[config.mk]
export PLATFORM = sky130hd
export DESIGN_NAME = pmbc_div
export DESIGN_NICKNAME = d
export VERILOG_FILES = /design/src/particle_motion_bounce_colour_assert.svh /design/src/pmbc_pkg.sv /design/src/pmbc_div.sv
export SDC_FILE = /design/constraint.sdc
export NUM_CORES = 2
export LEC_CHECK = 0
export BUFFER_PORTS_ARGS = -buffer_cell sky130_fd_sc_hd__buf_2
export CAP_MARGIN = 20
export CORE_MARGIN = 3
export CORE_UTILIZATION = 40
export CTS_BUF_LIST = sky130_fd_sc_hd__clkbuf_16
export CTS_CLUSTER_DIAMETER = 50
export DETAILED_ROUTE_END_ITERATION = 8
export PLACE_DENSITY = 0.61
export SYNTH_ARGS = -nofsm -noshare
export SYNTH_HDL_FRONTEND = slang
export SYNTH_SLANG_ARGS = --single-unit
[constraint.sdc]
create_clock -name clk -period 8.2 [get_ports clk]
set_input_delay 0.82 -clock clk [delete_from_list [all_inputs] [get_ports clk]]
set_output_delay 0.82 -clock clk [all_outputs]
set_load 0.05 [all_outputs]
[src/particle_motion_bounce_colour_assert.svh]
// Assertion macros for the particle motion block.
`ifndef PARTICLE_MOTION_BOUNCE_COLOUR_ASSERT_SVH
`define PARTICLE_MOTION_BOUNCE_COLOUR_ASSERT_SVH

`ifndef ASSERT_OFF
// Same-cycle implication.
`define PMBC_ASSERT_IMP(lbl, clk, rstn, ante, cons) \
    lbl: assert property (@(posedge clk) disable iff (!rstn) (ante) |-> (cons)) \
        else $error("assertion failed");
// Next-cycle implication.
`define PMBC_ASSERT_NXT(lbl, clk, rstn, ante, cons) \
    lbl: assert property (@(posedge clk) disable iff (!rstn) (ante) |=> (cons)) \
        else $error("assertion failed");
`else
`define PMBC_ASSERT_IMP(lbl, clk, rstn, ante, cons)
`define PMBC_ASSERT_NXT(lbl, clk, rstn, ante, cons)
`endif

`endif

[src/pmbc_pkg.sv]
// Shared constants, types and saturation helpers for the particle motion block.
`default_nettype none
package pmbc_pkg;

    localparam int FRAC_BITS_DEF = 16;

    // Pipeline depths
    localparam int AXIS_LAT = 5;
    localparam int DIV_LAT  = 17;
    localparam int SQRT_LAT = 17;
    localparam int TOTAL_LAT = AXIS_LAT + 1 + DIV_LAT;

    localparam logic [16:0] COLOUR_ONE = 17'd65536;
    localparam logic [16:0] COLOUR_MID = 17'd32768;

    typedef enum logic [2:0] {
        REG_ACCEL_X   = 3'd0,
        REG_ACCEL_Y   = 3'd1,
        REG_TIME_STEP = 3'd2,
        REG_LIMIT_X   = 3'd3,
        REG_LIMIT_Y   = 3'd4
    } cfg_reg_t;

    function automatic logic signed [63:0] sx64(input logic signed [31:0] v);
        return {{32{v[31]}}, v};
    endfunction

    function automatic logic signed [31:0] sat32(input logic signed [63:0] v);
        logic signed [31:0] r;
        if (v > 64'sd2147483647)
            r = 32'h7fff_ffff;
        else if (v < -64'sd2147483648)
            r = 32'h8000_0000;
        else
            r = v[31:0];
        return r;
    endfunction

endpackage
`default_nettype wire

[src/pmbc_div.sv]
// Pipelined restoring divider, one quotient bit per stage: num * 2^15 / den.
`default_nettype none
module pmbc_div (
    input  wire logic        clk,
    input  wire logic        en,
    input  wire logic [31:0] num,
    input  wire logic [30:0] den,
    output logic      [16:0] quo
);
    import pmbc_pkg::*;

    logic [46:0] r_reg [DIV_LAT];
    logic [16:0] q_reg [DIV_LAT];

    for (genvar j = 0; j < DIV_LAT; j++)
    begin : g_stage
        localparam int K = DIV_LAT - 1 - j;
        logic [46:0] rin, dsh;
        logic [16:0] qin;
        logic        ge;
        always_comb
        begin
            if (j == 0)
            begin
                rin = {num, 15'd0};
                qin = '0;
            end
            else
            begin
                rin = r_reg[(j == 0) ? 0 : j - 1];
                qin = q_reg[(j == 0) ? 0 : j - 1];
            end
            dsh = {16'd0, den} << K;
            ge  = rin >= dsh;
        end
        always_ff @(posedge clk)
        begin
            if (en)
            begin
                r_reg[j] <= ge ? rin - dsh : rin;
                q_reg[j] <= qin | ({16'd0, ge} << K);
            end
        end
    end

    assign quo = q_reg[DIV_LAT-1];
endmodule
`default_nettype wire

==> tab_implementation.tex <==
\begin{tabular}{lr}
\hline
Metric & Value \\
\hline
\multicolumn{2}{l}{\textbf{Power and ir drop}} \\
\quad Share of power burned in combinational logic & 0.482 \\
\quad Share of total power consumed by net switching & 0.401 \\
\quad Register share of total power & 0.313 \\
\quad Part of the total power dissipated in the clock network & 0.205 \\
\quad Total power density per cell area & roughly 380 mW/mm² \\
\quad Leakage power summed over all cells & around 25 nW \\
\quad Net Sw Power & between 0.009 and 0.01 W \\
\quad Total internal power & $\sim$0.014 W \\
\quad Power Total & approximately 0.024 W \\
\quad Peak supply drop & around 190 µV \\
\multicolumn{2}{l}{\textbf{Clock network}} \\
\quad Number of buffers added by the clock tree synthesis step & 113 \\
\quad Number of cells upsized or downsized after cts & 0 \\
\quad Clock Pin Slew Worst Setup and Hold Paths & 0.06 ns \\
\quad Buffer depth of the longest clock path & 3 \\
\quad \# clock sinks & 770 \\
\quad CTS tree & built \\
\quad Number of post-CTS setup repair buffers & 0 \\
\quad Hold-fix buffer count after cts & 0 \\
\quad Htree depth & 3 \\
\quad Clock tree root buffer cell & sky130\_fd\_sc\_hd\_\_clkbuf\_16 \\
\quad Worst skew pair latency & $\sim$0.75 ns \\
\multicolumn{2}{l}{\textbf{Global routing}} \\
\quad Total overflow reported by the global router & 0 \\
\quad Number of antenna violations at the first check in global routing & 3 \\
\quad Via count of the first global-routing pass & around 43000 \\
\quad GR Util All Layers & 0.208 \\
\quad Largest net degree at the start of global routing & approximately 150 \\
\quad First-pass GRT wire length & around 240000 µm \\
\multicolumn{2}{l}{\textbf{STA}} \\
\quad Unrepaired setup endpoints after global routing & false \\
\quad Slew at the pin closest to its max-slew limit & approximately 1.0 ns \\
\quad Min cycle time layout & $\sim$5.0 ns \\
\quad Count of final hold-check violations & 0 \\
\quad Final setup vio count & 0 \\
\quad Final-layout setup total negative slack & 0 ns \\
\quad Post-route fraction of the period consumed by the critical path & 0.609 \\
\quad Rel. slew slack & 0.318 \\
\quad Clock tree skew after final layout & slightly above 0.04 ns \\
\quad Highest achievable clock rate & 0.200 GHz \\
\quad Number of max-slew violations in the final report & 0 \\
\multicolumn{2}{l}{\textbf{Routing}} \\
\quad DRC violations left & 0 \\
\quad Routed length per instance & approximately 20 µm \\
\quad Detailed-router iteration count before antenna repair & 6 \\
\quad Post-DRT Antenna Nets & 0 \\
\quad Post-detailed-route via-to-cell ratio & roughly 5.7 \\
\quad Overall via count from detail\_route & between 40000 and 50000 \\
\quad Final Routed Wirelength & 156000 µm \\
\quad First DRT Iteration DRCs & 3423 \\
\multicolumn{2}{l}{\textbf{Floorplan}} \\
\quad Width of the chip & $\sim$380 µm \\
\quad Height of the die & approximately 380 µm \\
\quad Standard-cell rows & between 100 and 150 \\
\quad Die area & roughly 0.15 mm² \\
\quad Core area & 0.141 mm² \\
\quad Starting Density & 0.406 \\
\quad Number of placed I/O pins & 82 \\
\multicolumn{2}{l}{\textbf{Logic synthesis}} \\
\quad Area share of and/or/nand/nor cells after synthesis & 0.141 \\
\quad Mux contribution to synthesized area & 0.0196 \\
\quad Main area contributors after synthesis & sky130\_fd\_sc\_hd\_\_edfxtp\_1 41\%, sky130\_fd\_sc\_hd\_\_ha\_1 12\%, sky130\_fd\_sc\_hd\_\_a21oi\_1 5.5\%, sky130\_fd\_sc\_hd\_\_xnor2\_1 4.6\%, sky130\_fd\_sc\_hd\_\_a21o\_1 3.6\% \\
\quad Number of different library cells in the post-synthesis netlist & around 120 \\
\quad Synthesized-area fraction occupied by xor and xnor cells & 0.0821 \\
\quad Main combinational cell family by area after synthesis & compound AO/OA/AOI/OAI gates \\
\quad Count of synthesis-stage warnings from yosys & 0 \\
\quad Fraction of post-synthesis cell area in the top cell type by area & 0.405 \\
\quad Syn\_area\_per\_cell & between 9 and 10 µm² \\
\quad Share of synthesized flip-flops with an asynchronous set or reset & 0 \\
\quad Mapped Area & roughly 0.057 mm² \\
\quad Area fraction in compound gates after synthesis & 0.205 \\
\quad Syn\_nets & 6463 \\
\quad Area leader, netlist & sky130\_fd\_sc\_hd\_\_edfxtp\_1 \\
\quad Number of enable-type register cells in the synthesized netlist & 770 \\
\quad Adder-cell share of the synthesized area & 0.121 \\
\quad Seq/Total Area, Yosys & 0.405 \\
\quad Main flop type after synthesis & sky130\_fd\_sc\_hd\_\_edfxtp\_1 \\
\quad Yosys reg bits & 770 \\
\quad Count of mapped cells out of synthesis & 5856 \\
\multicolumn{2}{l}{\textbf{Final layout}} \\
\quad Final design utilization & 0.452 \\
\quad Area growth, synth to finish & 11.2\% \\
\quad Total inserted antenna cells & 0 \\
\quad Fin area & between 0.06 and 0.07 mm² \\
\quad Number of nets in the final layout & between 6000 and 7000 \\
\quad Final cell count without fillers & between 7000 and 8000 \\
\quad Share of cells above drive strength 1 & 0.0856 \\
\quad Flip-flop count of the largest register, all copies and words added & between 600 and 700 \\
\multicolumn{2}{l}{\textbf{Critical path}} \\
\quad Maximum single-stage delay on the critical path & between 0.5 and 0.6 ns \\
\quad Kind of start point of the critical path & input pin \\
\quad Worst Path Arrival & $\sim$5.5 ns \\
\quad Number of buffer and inverter instances along the worst setup path & 4 \\
\quad Endpoint type of the worst setup path & flop \\
\quad Register-to-register setup slack & roughly 4.0 ns \\
\quad Crit Path Category & in -> reg \\
\quad Crit-path slowest cell & sky130\_fd\_sc\_hd\_\_o21a\_2 \\
\quad Dominant cell type by count on the critical path & sky130\_fd\_sc\_hd\_\_nand3\_1 \\
\quad CP required & around 8.7 ns \\
\quad Largest delay contributor family on the critical path & compound AO/OA/AOI/OAI gates \\
\quad Highest fanout seen on the critical path & 41 \\
\quad Ordered list of cells on the worst path & buf\_2, inv\_1, buf\_4, fa\_1, a211oi\_1, o211ai\_1, nand3\_1, o31ai\_2, a221o\_1, a211oi\_2, o21a\_2, inv\_2, nand3\_1, nor4\_1, xor2\_1 \\
\multicolumn{2}{l}{\textbf{Run status}} \\
\quad Outcome & complete, no violations \\
\multicolumn{2}{l}{\textbf{Flow run}} \\
\quad Max-cap violations & 0 \\
\multicolumn{2}{l}{\textbf{Placed design}} \\
\quad Total placed instance area & between 0.05 and 0.06 mm² \\
\quad Port Buffers & 81 \\
\quad Placed wire-length estimate & $\sim$120000 µm \\
\quad Final Wtd Congestion & between 0.9 and 1 \\
\quad Inst Count DP & 7690 \\
\multicolumn{2}{l}{\textbf{Worst hold path}} \\
\quad HP Class & in -> reg \\
\hline
\end{tabular}
## kinds of logic (layout without fill, tap and decap cells)
family | count (synthesis) | in the layout
compound gates | 1863 | 1863
simple gates | 1682 | 1682
flops | 770 | 770
fa+ha+maj | 542 | 542
xor+xnor | 535 | 535
buf+inv | 364 | 534
mux | 100 | 100
## synth_stat cells (all sizes together) (16+ instances only)
master and n:
nor4 51, nand3b 16, o21bai 66, buf 67, mux2 96, ha 526, o31ai 44, inv 181
or4 16, a211oi 31, o21a 71, a21oi 635, nand3 120, a21o 277, o21ai 442, nor2b 74
nor2 451, xor2 235, nand4 85, nand2b 76, fa 16, o211ai 36, nor3 107, edfxtp 770
xnor2 300, clkbuf 116, and3 61, or3 44, nand2 500, a31oi 53, and2 28
## metal layers
| layer | share of wire | wire, µm | GRT usage | vias up |
|---|---|---|---|---|
| met5 | 0 | 0 | 0 | - |
| met4 | 0.032 | 5030 | 0.0644 | 0 |
| met3 | 0.055 | 8490 | 0.0366 | 293 |
| met2 | 0.47 | 72700 | 0.345 | 1072 |
| met1 | 0.45 | 69400 | 0.276 | 21500 |
| li1 | - | - | - | 22200 |
## power by group through the flow
stage | clock network [W] | registers [W] | logic (W)
3_5_place_dp | 0 | 0.00765 | 0.0115
6_report | 0.00496 | 0.00758 | 0.0117
2_1_floorplan | 0 | 0.00705 | 0.00915
4_1_cts | 0.00509 | 0.00759 | 0.0116
5_1_grt | 0.00526 | 0.00771 | 0.0130
3_3_place_gp | 0 | 0.00767 | 0.0114
## path summary, 6_finish.rpt
check / from / to / depth (start not counted)
min: num[0] / r_reg[0][15]$_DFFE_PP_ / 1
max: den[1] / r_reg[0][469]$_DFFE_PP_ / 15
min reg2reg: q_reg[0][230]$_DFFE_PP_ / q_reg[0][247]$_DFFE_PP_ / 0
max reg2reg: r_reg[0][384]$_SDFFCE_PN0P_ / r_reg[0][469]$_DFFE_PP_ / 12
## area by class of cell
type	count	area, µm²
clock inverter	97	995
timing repair buffer	141	916
multi-input combinational	4722	32600
clock buffer	115	2880
fill	13500	77100
sequential	770	23100
tap	1876	2350
inverter	181	679
## cell usage in the layout (no fill, tap or decap), drive strengths merged, types with 76 or more instances in the layout
cell type / count
a21o: 277
buf: 141
nor3: 107
nand4: 85
nand2b: 76
nand3: 120
o21ai: 442
edfxtp: 770
ha: 526
mux2: 96
inv: 211
xor2: 235
a21oi: 635
nor2: 451
clkbuf: 115
xnor2: 300
nand2: 500
## worst reg2reg max path: cells and delay by family (launching register included)
| kind | cells | cell delay, ns |
|---|---|---|
| AND/OR/NAND/NOR | 3 | 0.52 |
| XOR/XNOR | 1 | 0.16 |
| flip-flops | 1 | 0.42 |
| adder cells (fa/ha/maj) | 1 | 0.45 |
| buffers and inverters | 1 | 0.43 |
| AO/OA/AOI/OAI | 6 | 1.96 |
## per-stage QoR
stage / hold slack, ns / worst slack, ns
4_1_cts: 0.257 / 3.20
2_1_floorplan: 0.400 / 3.77
3_5_place_dp: 0.405 / 2.37
5_1_grt: 0.272 / 2.89
6_report: 0.322 / 3.21
3_3_place_gp: 0.402 / 2.49
(Power assumes the default switching activity.)
