==> config.mk <==
export PLATFORM = sky130hd
export DESIGN_NAME = pmbc_sqrt
export DESIGN_NICKNAME = d
export VERILOG_FILES = /design/src/particle_motion_bounce_colour_assert.svh /design/src/pmbc_pkg.sv /design/src/pmbc_sqrt.sv
export SDC_FILE = /design/constraint.sdc
export NUM_CORES = 1
export LEC_CHECK = 0
export BUFFER_PORTS_ARGS = -buffer_cell sky130_fd_sc_hd__buf_4
export CAP_MARGIN = 30
export CELL_PAD_IN_SITES_DETAIL_PLACEMENT = 2
export CELL_PAD_IN_SITES_GLOBAL_PLACEMENT = 2
export CORE_MARGIN = 2
export CORE_UTILIZATION = 47
export DETAILED_ROUTE_END_ITERATION = 8
export GPL_ROUTABILITY_DRIVEN = 0
export PLACE_DENSITY = 0.95
export REMOVE_ABC_BUFFERS = 1
export SYNTH_ARGS = -nofsm -noshare
export SYNTH_HDL_FRONTEND = slang
export SYNTH_SLANG_ARGS = --single-unit
==> constraint.sdc <==
create_clock -name clk -period 7.8 [get_ports clk]
set_clock_uncertainty 0.15 [all_clocks]
set_input_delay 1.17 -clock clk [delete_from_list [all_inputs] [get_ports clk]]
set_output_delay 1.17 -clock clk [all_outputs]
set_load 0.05 [all_outputs]
==> src/particle_motion_bounce_colour_assert.svh <==
// Assertion macros for the particle motion block.
`ifndef PARTICLE_MOTION_BOUNCE_COLOUR_ASSERT_SVH
`define PARTICLE_MOTION_BOUNCE_COLOUR_ASSERT_SVH

`ifndef ASSERT_OFF
// Same-cycle implication.
`define PMBC_ASSERT_IMP(lbl, clk, rstn, ante, cons) \
    lbl: assert property (@(posedge clk) disable iff (!rstn) (ante) |-> (cons)) \
        else $error("assertion failed");
// Next-cycle implication.
`define PMBC_ASSERT_NXT(lbl, clk, rstn, ante, cons) \
    lbl: assert property (@(posedge clk) disable iff (!rstn) (ante) |=> (cons)) \
        else $error("assertion failed");
`else
`define PMBC_ASSERT_IMP(lbl, clk, rstn, ante, cons)
`define PMBC_ASSERT_NXT(lbl, clk, rstn, ante, cons)
`endif

`endif

==> src/pmbc_pkg.sv <==
// Shared constants, types and saturation helpers for the particle motion block.
`default_nettype none
package pmbc_pkg;

    localparam int FRAC_BITS_DEF = 16;

    // Pipeline depths
    localparam int AXIS_LAT = 5;
    localparam int DIV_LAT  = 17;
    localparam int SQRT_LAT = 17;
    localparam int TOTAL_LAT = AXIS_LAT + 1 + DIV_LAT;

    localparam logic [16:0] COLOUR_ONE = 17'd65536;
    localparam logic [16:0] COLOUR_MID = 17'd32768;

    typedef enum logic [2:0] {
        REG_ACCEL_X   = 3'd0,
        REG_ACCEL_Y   = 3'd1,
        REG_TIME_STEP = 3'd2,
        REG_LIMIT_X   = 3'd3,
        REG_LIMIT_Y   = 3'd4
    } cfg_reg_t;

    function automatic logic signed [63:0] sx64(input logic signed [31:0] v);
        return {{32{v[31]}}, v};
    endfunction

    function automatic logic signed [31:0] sat32(input logic signed [63:0] v);
        logic signed [31:0] r;
        if (v > 64'sd2147483647)
            r = 32'h7fff_ffff;
        else if (v < -64'sd2147483648)
            r = 32'h8000_0000;
        else
            r = v[31:0];
        return r;
    endfunction

endpackage
`default_nettype wire

==> src/pmbc_sqrt.sv <==
// Speed for blue: sum of squares, scale, then pipelined integer square root.
`default_nettype none
module pmbc_sqrt #(
    parameter int FRAC_BITS = pmbc_pkg::FRAC_BITS_DEF
) (
    input  wire logic        clk,
    input  wire logic        en,
    input  wire logic [63:0] sq_x,
    input  wire logic [63:0] sq_y,
    output logic      [16:0] root
);
    import pmbc_pkg::*;

    localparam int NIT = SQRT_LAT - 1;
    localparam int SH  = 32 - 2 * FRAC_BITS;
    localparam logic [63:0] ONE_SQ = 64'd1 << (2 * FRAC_BITS);

    logic [63:0] s, t;
    logic [31:0] n_reg   [SQRT_LAT];
    logic [31:0] res_reg [SQRT_LAT];
    logic        cap_reg [SQRT_LAT];

    assign s = sq_x + sq_y;

    if (SH >= 0)
    begin : g_shl
        assign t = s << SH;
    end
    else
    begin : g_shr
        assign t = s >> (-SH);
    end

    always_ff @(posedge clk)
    begin
        if (en)
        begin
            n_reg[0]   <= t[31:0];
            res_reg[0] <= '0;
            cap_reg[0] <= s >= ONE_SQ;
        end
    end

    for (genvar i = 1; i < SQRT_LAT; i++)
    begin : g_iter
        localparam logic [32:0] BIT = 33'd1 << (2 * (NIT - i));
        logic [32:0] sum;
        logic        ge;
        assign sum = {1'b0, res_reg[i-1]} + BIT;
        assign ge  = {1'b0, n_reg[i-1]} >= sum;
        always_ff @(posedge clk)
        begin
            if (en)
            begin
                n_reg[i]   <= ge ? n_reg[i-1] - sum[31:0] : n_reg[i-1];
                res_reg[i] <= ge ? (res_reg[i-1] >> 1) + BIT[31:0] : res_reg[i-1] >> 1;
                cap_reg[i] <= cap_reg[i-1];
            end
        end
    end

    assign root = cap_reg[SQRT_LAT-1] ? COLOUR_ONE : {1'b0, res_reg[SQRT_LAT-1][15:0]};
endmodule
`default_nettype wire

==> impl_metrics.env, run 1 <==
export IMPL_grt_pass1_vias=29200
export IMPL_finalSetupViolCount=0
export IMPL_met2_wirelength_mm=70.7
export IMPL_synthesis_instances=2820
export IMPL_fill_cells=6809
export IMPL_start_util_pct=47.4
export IMPL_grt_use_total_pct=34.4
export IMPL_postCtsSetupBuffers=0
export IMPL_crit_type="input port to flip-flop"
export IMPL_hold_viol=0
export IMPL_fin_crit_sh_pct=69.9
export IMPL_hpwl_mm=84.2
export IMPL_io_pins=147
export IMPL_yosysMostFrequentCell="edfxtp_1"
export IMPL_path_clk_slew_ps=60
export IMPL_drive_above_1_share_pct=10.3
export IMPL_cts_buffer_depth=3
export IMPL_ant_nets=0
export IMPL_drtIter0Drc=1848
export IMPL_ff2ff_setup_slack_ps=2870
export IMPL_ys_seq_area_share_pct=58.9
export IMPL_dieArea_sq_mm=0.0742
export IMPL_rows=98
export IMPL_rr_worst_depth=14
export IMPL_leakage_nw=14.7
export IMPL_async_reset_ff_share_pct=0
export IMPL_cp_slowest_cell="a311oi_1"
export IMPL_drt_vias_per_instance=6.32
export IMPL_syn_cell_area_sq_mm=0.0339
export IMPL_finalMaxSlewViolations=0
export IMPL_largest_register_ffs=512
export IMPL_power_density_mw_per_mm2=282
export IMPL_routed_wl_mm=128
export IMPL_status="finished, final reports clean"
export IMPL_max_slew_margin_pct=9.17
export IMPL_endpoint="cap_reg[0][0]"
export IMPL_die_x_um=272
export IMPL_setup_ws_ps=2350
export IMPL_hold_buffers=0
export IMPL_setup_tns_ps=0
export IMPL_numCtsBuffers=74
export IMPL_routed_top_layer="met4"
export IMPL_r2r_start="res_reg[1][136]"
export IMPL_synth_cell_types=81
export IMPL_grt_max_degree=186
export IMPL_crit_chain="buf_4 -> ha_1 -> o211ai_1 -> o211ai_1 -> nand4b_1 -> a311oi_1 -> nor2_1 -> o21ba_2 -> xnor2_1 -> a2111oi_0 -> and4bb_1 -> nand4_1 -> or4_1"
export IMPL_synth_top_cells_by_area="edfxtp_1 59%, ha_1 7.9%, xnor2_1 3.4%, xor2_1 2.6%, o21ai_0 2.4%"
export IMPL_drt_pass1_iter_count=7
export IMPL_required_ps=8020
export IMPL_synth_flop_cell="edfxtp_1"
export IMPL_cp_common_cell="o211ai_1"
export IMPL_arrival_ps=5670
export IMPL_critPathLaunchType="input port"
export IMPL_crit_start="sq_x[2]"
export IMPL_worst_hold_path_type="flip-flop to flip-flop"
export IMPL_port_buffers=146
export IMPL_place_ws_ps=2100
export IMPL_grt_ovfl_total=0
export IMPL_ys_seq_elements=665
export IMPL_drt_met1_wl_mm=40.1
export IMPL_remaining_drc_errors=0
export IMPL_tightest_slew_ps=1360
export IMPL_met3_length_mm=4.82
export IMPL_post_route_min_period_ps=5450
export IMPL_synth_common_cells="665 x edfxtp_1, 217 x inv_1, 213 x ha_1, 207 x nand2_1, 163 x o21ai_0"
export IMPL_yosysWarnings=0
export IMPL_synth_edff_count=665
export IMPL_insertion_delay_ps=670
export IMPL_cap_violations=0
export IMPL_cts_root_buf="clkbuf_16"
export IMPL_endpoint_kind="flip-flop"
export IMPL_cts_tree="done"
export IMPL_route_vias_total=25400
export IMPL_htree_levels=3
export IMPL_fin_nets=3348
export IMPL_coreArea_sq_mm=0.0715
export IMPL_path_max_fanout=4
export IMPL_rsz0062_at_grt="false"
export IMPL_n_antenna_cell=0
export IMPL_area_growth_pct=13.5
export IMPL_avgSynthCellArea_sq_um=12.0
export IMPL_antenna_found_initial=1
export IMPL_r2r_end="n_reg[0][446]"
export IMPL_critical_path_max_stage_delay_ps=850
export IMPL_cts_resized=0
export IMPL_die_h_um=272
export IMPL_synth_top_area_share_pct=58.9
export IMPL_yosysTopAreaCell="edfxtp_1"
export IMPL_clkSinkCount=665
export IMPL_grt_pass1_wl_mm=190
export IMPL_fmax_mhz=183
export IMPL_peakVddDrop_uv=176
export IMPL_drt_wirelength_per_cell_um=31.9
cell type report:
class	instances	area [sq um]	area share [%]
clock buffers	90	1950	5.08
clock inverters	43	364	0.947
inverters	217	815	2.12
multi-input cells	1880	12900	33.5
flip-flops and latches	665	20000	51.9
well taps	950	1190	3.09
repair buffers	166	1280	3.32
how the worst min path moves through the flow:
stage                         startpoint              to  slack, ps  cells after the start
after detailed placement   cap_reg[0][9]  cap_reg[0][10]        260                      0
after floorplan            cap_reg[0][9]  cap_reg[0][10]        250                      0
after CTS                  cap_reg[0][9]  cap_reg[0][10]        270                      0
after global placement    cap_reg[0][10]  cap_reg[0][11]        250                      0
final                     cap_reg[0][12]  cap_reg[0][13]        270                      0
after global routing      cap_reg[0][14]  cap_reg[0][15]        290                      0
stage by stage:
step	power, W	cell area (sq um)	hold WS (ps)	std cells	utilization [%]
floorplan	0.00612	33600	250	2762	-
global placement	0.00665	36100	251	3872	50.5
detailed placement	0.00709	36100	256	3876	50.5
CTS	0.0108	38400	271	4009	53.8
global route	0.0111	38500	287	4011	53.8
finish	0.0108	38500	270	4011	53.8
cells in the final DEF (no fill, tap or decap), types with 45 or more instances in the layout:
cell,Yosys,routed
clkbuf_16,0,76
nor2b_1,45,45
o21ai_0,163,163
inv_1,217,217
xnor2_1,132,132
nor4_1,84,82
buf_4,1,158
nor3_1,86,86
xor2_1,101,101
nor2_1,156,156
nand4_1,53,53
edfxtp_1,665,665
ha_1,213,213
a21o_1,54,54
nand2_1,207,207
a21oi_1,160,159
layer usage:
metal / vias to the layer above / global-route usage (%)
met1: 12900 / 30.9
met5: - / 0
met2: 1072 / 66.8
met4: 0 / 28.8
li1: 10900 / -
met3: 547 / 5.08
power by group:
group	internal [W]	switching (W)
clock network	0.00196	0.00162
logic	0.000796	0.00145
registers	0.00456	0.000449
critical path, delay by kind of cell:
kind,cells,cell delay (ps)
AO/OA/AOI/OAI,5,2360
AND/OR/NAND/NOR,5,1520
adder cells (fa/ha/maj),1,380
XOR/XNOR,1,130
buffers and inverters,1,110
logic make-up (layout without fill, tap and decap cells):
group | after synthesis | in the layout | share of synthesized area, %
compound gates | 575 | 575 | 10.6
xor+xnor | 233 | 233 | 6.02
fa+ha+maj | 214 | 214 | 7.93
buf+inv | 275 | 516 | 3.09
flops | 665 | 665 | 58.9
mux | 21 | 21 | 0.657
simple gates | 837 | 837 | 12.7
(Power assumes the default switching activity.)
==> run 2: changes to the inputs <==
Settings changed: CORE_UTILIZATION 47 to 39, PLACE_DENSITY 0.95 to 0.87.
Clock period 7.8 ns to 4.9 ns, I/O delays scaled along.
==> run 2 against run 1 <==
Net effect:
- cell count rose by 5.3%
- critical endpoint is now n_reg[0][438]
- cell area rose by 0.87%
- combinational power rose by 43%
- sequential power rose by 56%
- highest routed layer unchanged
- largest cell class unchanged
- clock power rose by 49%
==> impl_metrics.env, run 2 (synthesis results as in run 1) <==
export IMPL_rows=108
export IMPL_numCtsBuffers=72
export IMPL_drive_above_1_share_pct=10.4
export IMPL_cts_buffer_depth=3
export IMPL_area_growth_pct=14.5
export IMPL_antenna_found_initial=0
export IMPL_rsz0062_at_grt="false"
export IMPL_setup_ws_ps=513
export IMPL_insertion_delay_ps=630
export IMPL_grt_use_total_pct=21.8
export IMPL_rr_worst_depth=13
export IMPL_peakVddDrop_uv=315
export IMPL_mostFrequentLayoutCells="665 x edfxtp_1, 217 x inv_1, 213 x ha_1"
export IMPL_regArea_sq_mm=0.0200
export IMPL_coreArea_sq_mm=0.0865
export IMPL_crit_type="flip-flop to flip-flop"
export IMPL_drt_wirelength_per_cell_um=23.1
export IMPL_path_clk_slew_ps=60
export IMPL_drt_vias_per_instance=5.51
export IMPL_fin_crit_sh_pct=89.5
export IMPL_arrival_ps=4590
export IMPL_place_ws_ps=163
export IMPL_hold_viol=0
export IMPL_tightest_slew_ps=1070
export IMPL_layout_commonest_cell="edfxtp_1"
export IMPL_clkSinkCount=665
export IMPL_worst_hold_path_type="flip-flop to flip-flop"
export IMPL_port_buffers=146
export IMPL_htree_levels=3
export IMPL_hpwl_mm=73.6
export IMPL_ant_nets=0
export IMPL_whs_endpoint="cap_reg[0][8]"
export IMPL_hold_buffers=0
export IMPL_drtIter0Drc=956
export IMPL_grt_pass1_wl_mm=153
export IMPL_critPathLaunchType="flip-flop"
export IMPL_max_slew_margin_pct=26.6
export IMPL_post_route_min_period_ps=4390
export IMPL_ff2ff_setup_slack_ps=510
export IMPL_remaining_drc_errors=0
export IMPL_fmax_mhz=228
export IMPL_drt_pass1_iter_count=5
export IMPL_start_util_pct=39.2
export IMPL_power_density_mw_per_mm2=422
export IMPL_fill_cells=8687
export IMPL_finalSetupViolCount=0
export IMPL_dieArea_sq_mm=0.0892
export IMPL_r2r_end="n_reg[0][438]"
export IMPL_required_ps=5100
export IMPL_fin_nets=3358
export IMPL_grt_pass1_vias=27000
export IMPL_postCtsSetupBuffers=0
export IMPL_routed_wl_mm=97.7
export IMPL_finalMaxSlewViolations=0
export IMPL_grt_max_degree=126
export IMPL_worstHoldStart="cap_reg[0][7]"
export IMPL_leakage_nw=14.8
export IMPL_cts_root_buf="clkbuf_16"
export IMPL_die_h_um=299
export IMPL_whs_path_depth=0
export IMPL_cts_tree="done"
export IMPL_status="finished, final reports clean"
export IMPL_io_pins=147
export IMPL_grt_ovfl_total=0
export IMPL_die_x_um=299
export IMPL_setup_tns_ps=0
export IMPL_largest_register_ffs=512
export IMPL_multi_input_area_sq_mm=0.0129
export IMPL_r2r_start="n_reg[0][392]"
export IMPL_endpoint_kind="flip-flop"
export IMPL_route_vias_total=23300
export IMPL_cap_violations=0
export IMPL_n_antenna_cell=0
export IMPL_path_max_fanout=34
export IMPL_cts_resized=0
[run 2: changes by cell type in the layout (fill, tap and decap cells not counted), moves of 2 or more]
cell and delta:
clkbuf_16 -2, buf_2 -2, buf_4 +10, buf_12 +3, clkinv_1 +4, clkinv_2 -5
[run 2: cell type report]
type | count | share of cell area [%]
multi-input cells | 1880 | 33.2
inverters | 217 | 2.10
clock inverters | 41 | 0.923
clock buffers | 89 | 4.92
well taps | 1155 | 3.73
flip-flops and latches | 665 | 51.5
repair buffers | 178 | 3.63
[run 2: report_power, final]
| part | leakage [nW] | internal, W | switching (W) |
|---|---|---|---|
| sequential | 6.37 | 0.00725 | 0.000581 |
| clock | 1.11 | 0.00304 | 0.00230 |
| combinational | 7.29 | 0.00127 | 0.00194 |
[run 2: worst max-delay path, stage by stage, from the launching register on]
cell,delay [ps]
edfxtp_1,400
ha_1,370
o21a_1,180
o21a_1,150
o21ai_0,130
a21oi_1,270
o31ai_1,140
a2111oi_0,930
o21ai_0,340
nor2_1,250
nor3_4,50
buf_4,260
nor4_1,360
xor2_1,120
[run 2: worst max-delay path by stage]
stage / from / endpoint / slack, ps / cells past startpoint
finish: n_reg[0][392] / n_reg[0][438] / 510 / 13
global route: n_reg[0][392] / n_reg[0][438] / 120 / 13
CTS: n_reg[0][392] / n_reg[0][438] / 460 / 13
detailed placement: sq_x[0] / cap_reg[0][0] / 160 / 16
global placement: sq_x[0] / cap_reg[0][0] / 340 / 16
floorplan: n_reg[0][332] / n_reg[0][372] / 620 / 11
[run 2: metal layers]
metal | share of wire (%) | vias up | wire, um | GRT usage, %
met5 | 0 | - | 0 | 0
met4 | 5.5 | 0 | 5410 | 11.2
met3 | 2.6 | 252 | 2490 | 3.06
met2 | 58 | 461 | 56300 | 44.8
met1 | 34 | 11700 | 33500 | 20.4
li1 | - | 10900 | - | -
[run 2: per-stage QoR]
step	hold slack, ps	instances	cell area, sq um	power (W)	utilization, %
3_3_place_gp	253	4091	36500	0.0106	42.2
3_5_place_dp	257	4092	36500	0.0111	42.2
2_1_floorplan	250	2762	33600	0.00974	-
5_1_grt	242	4225	38800	0.0171	44.8
6_report	252	4225	38800	0.0164	44.8
4_1_cts	246	4222	38800	0.0165	44.8
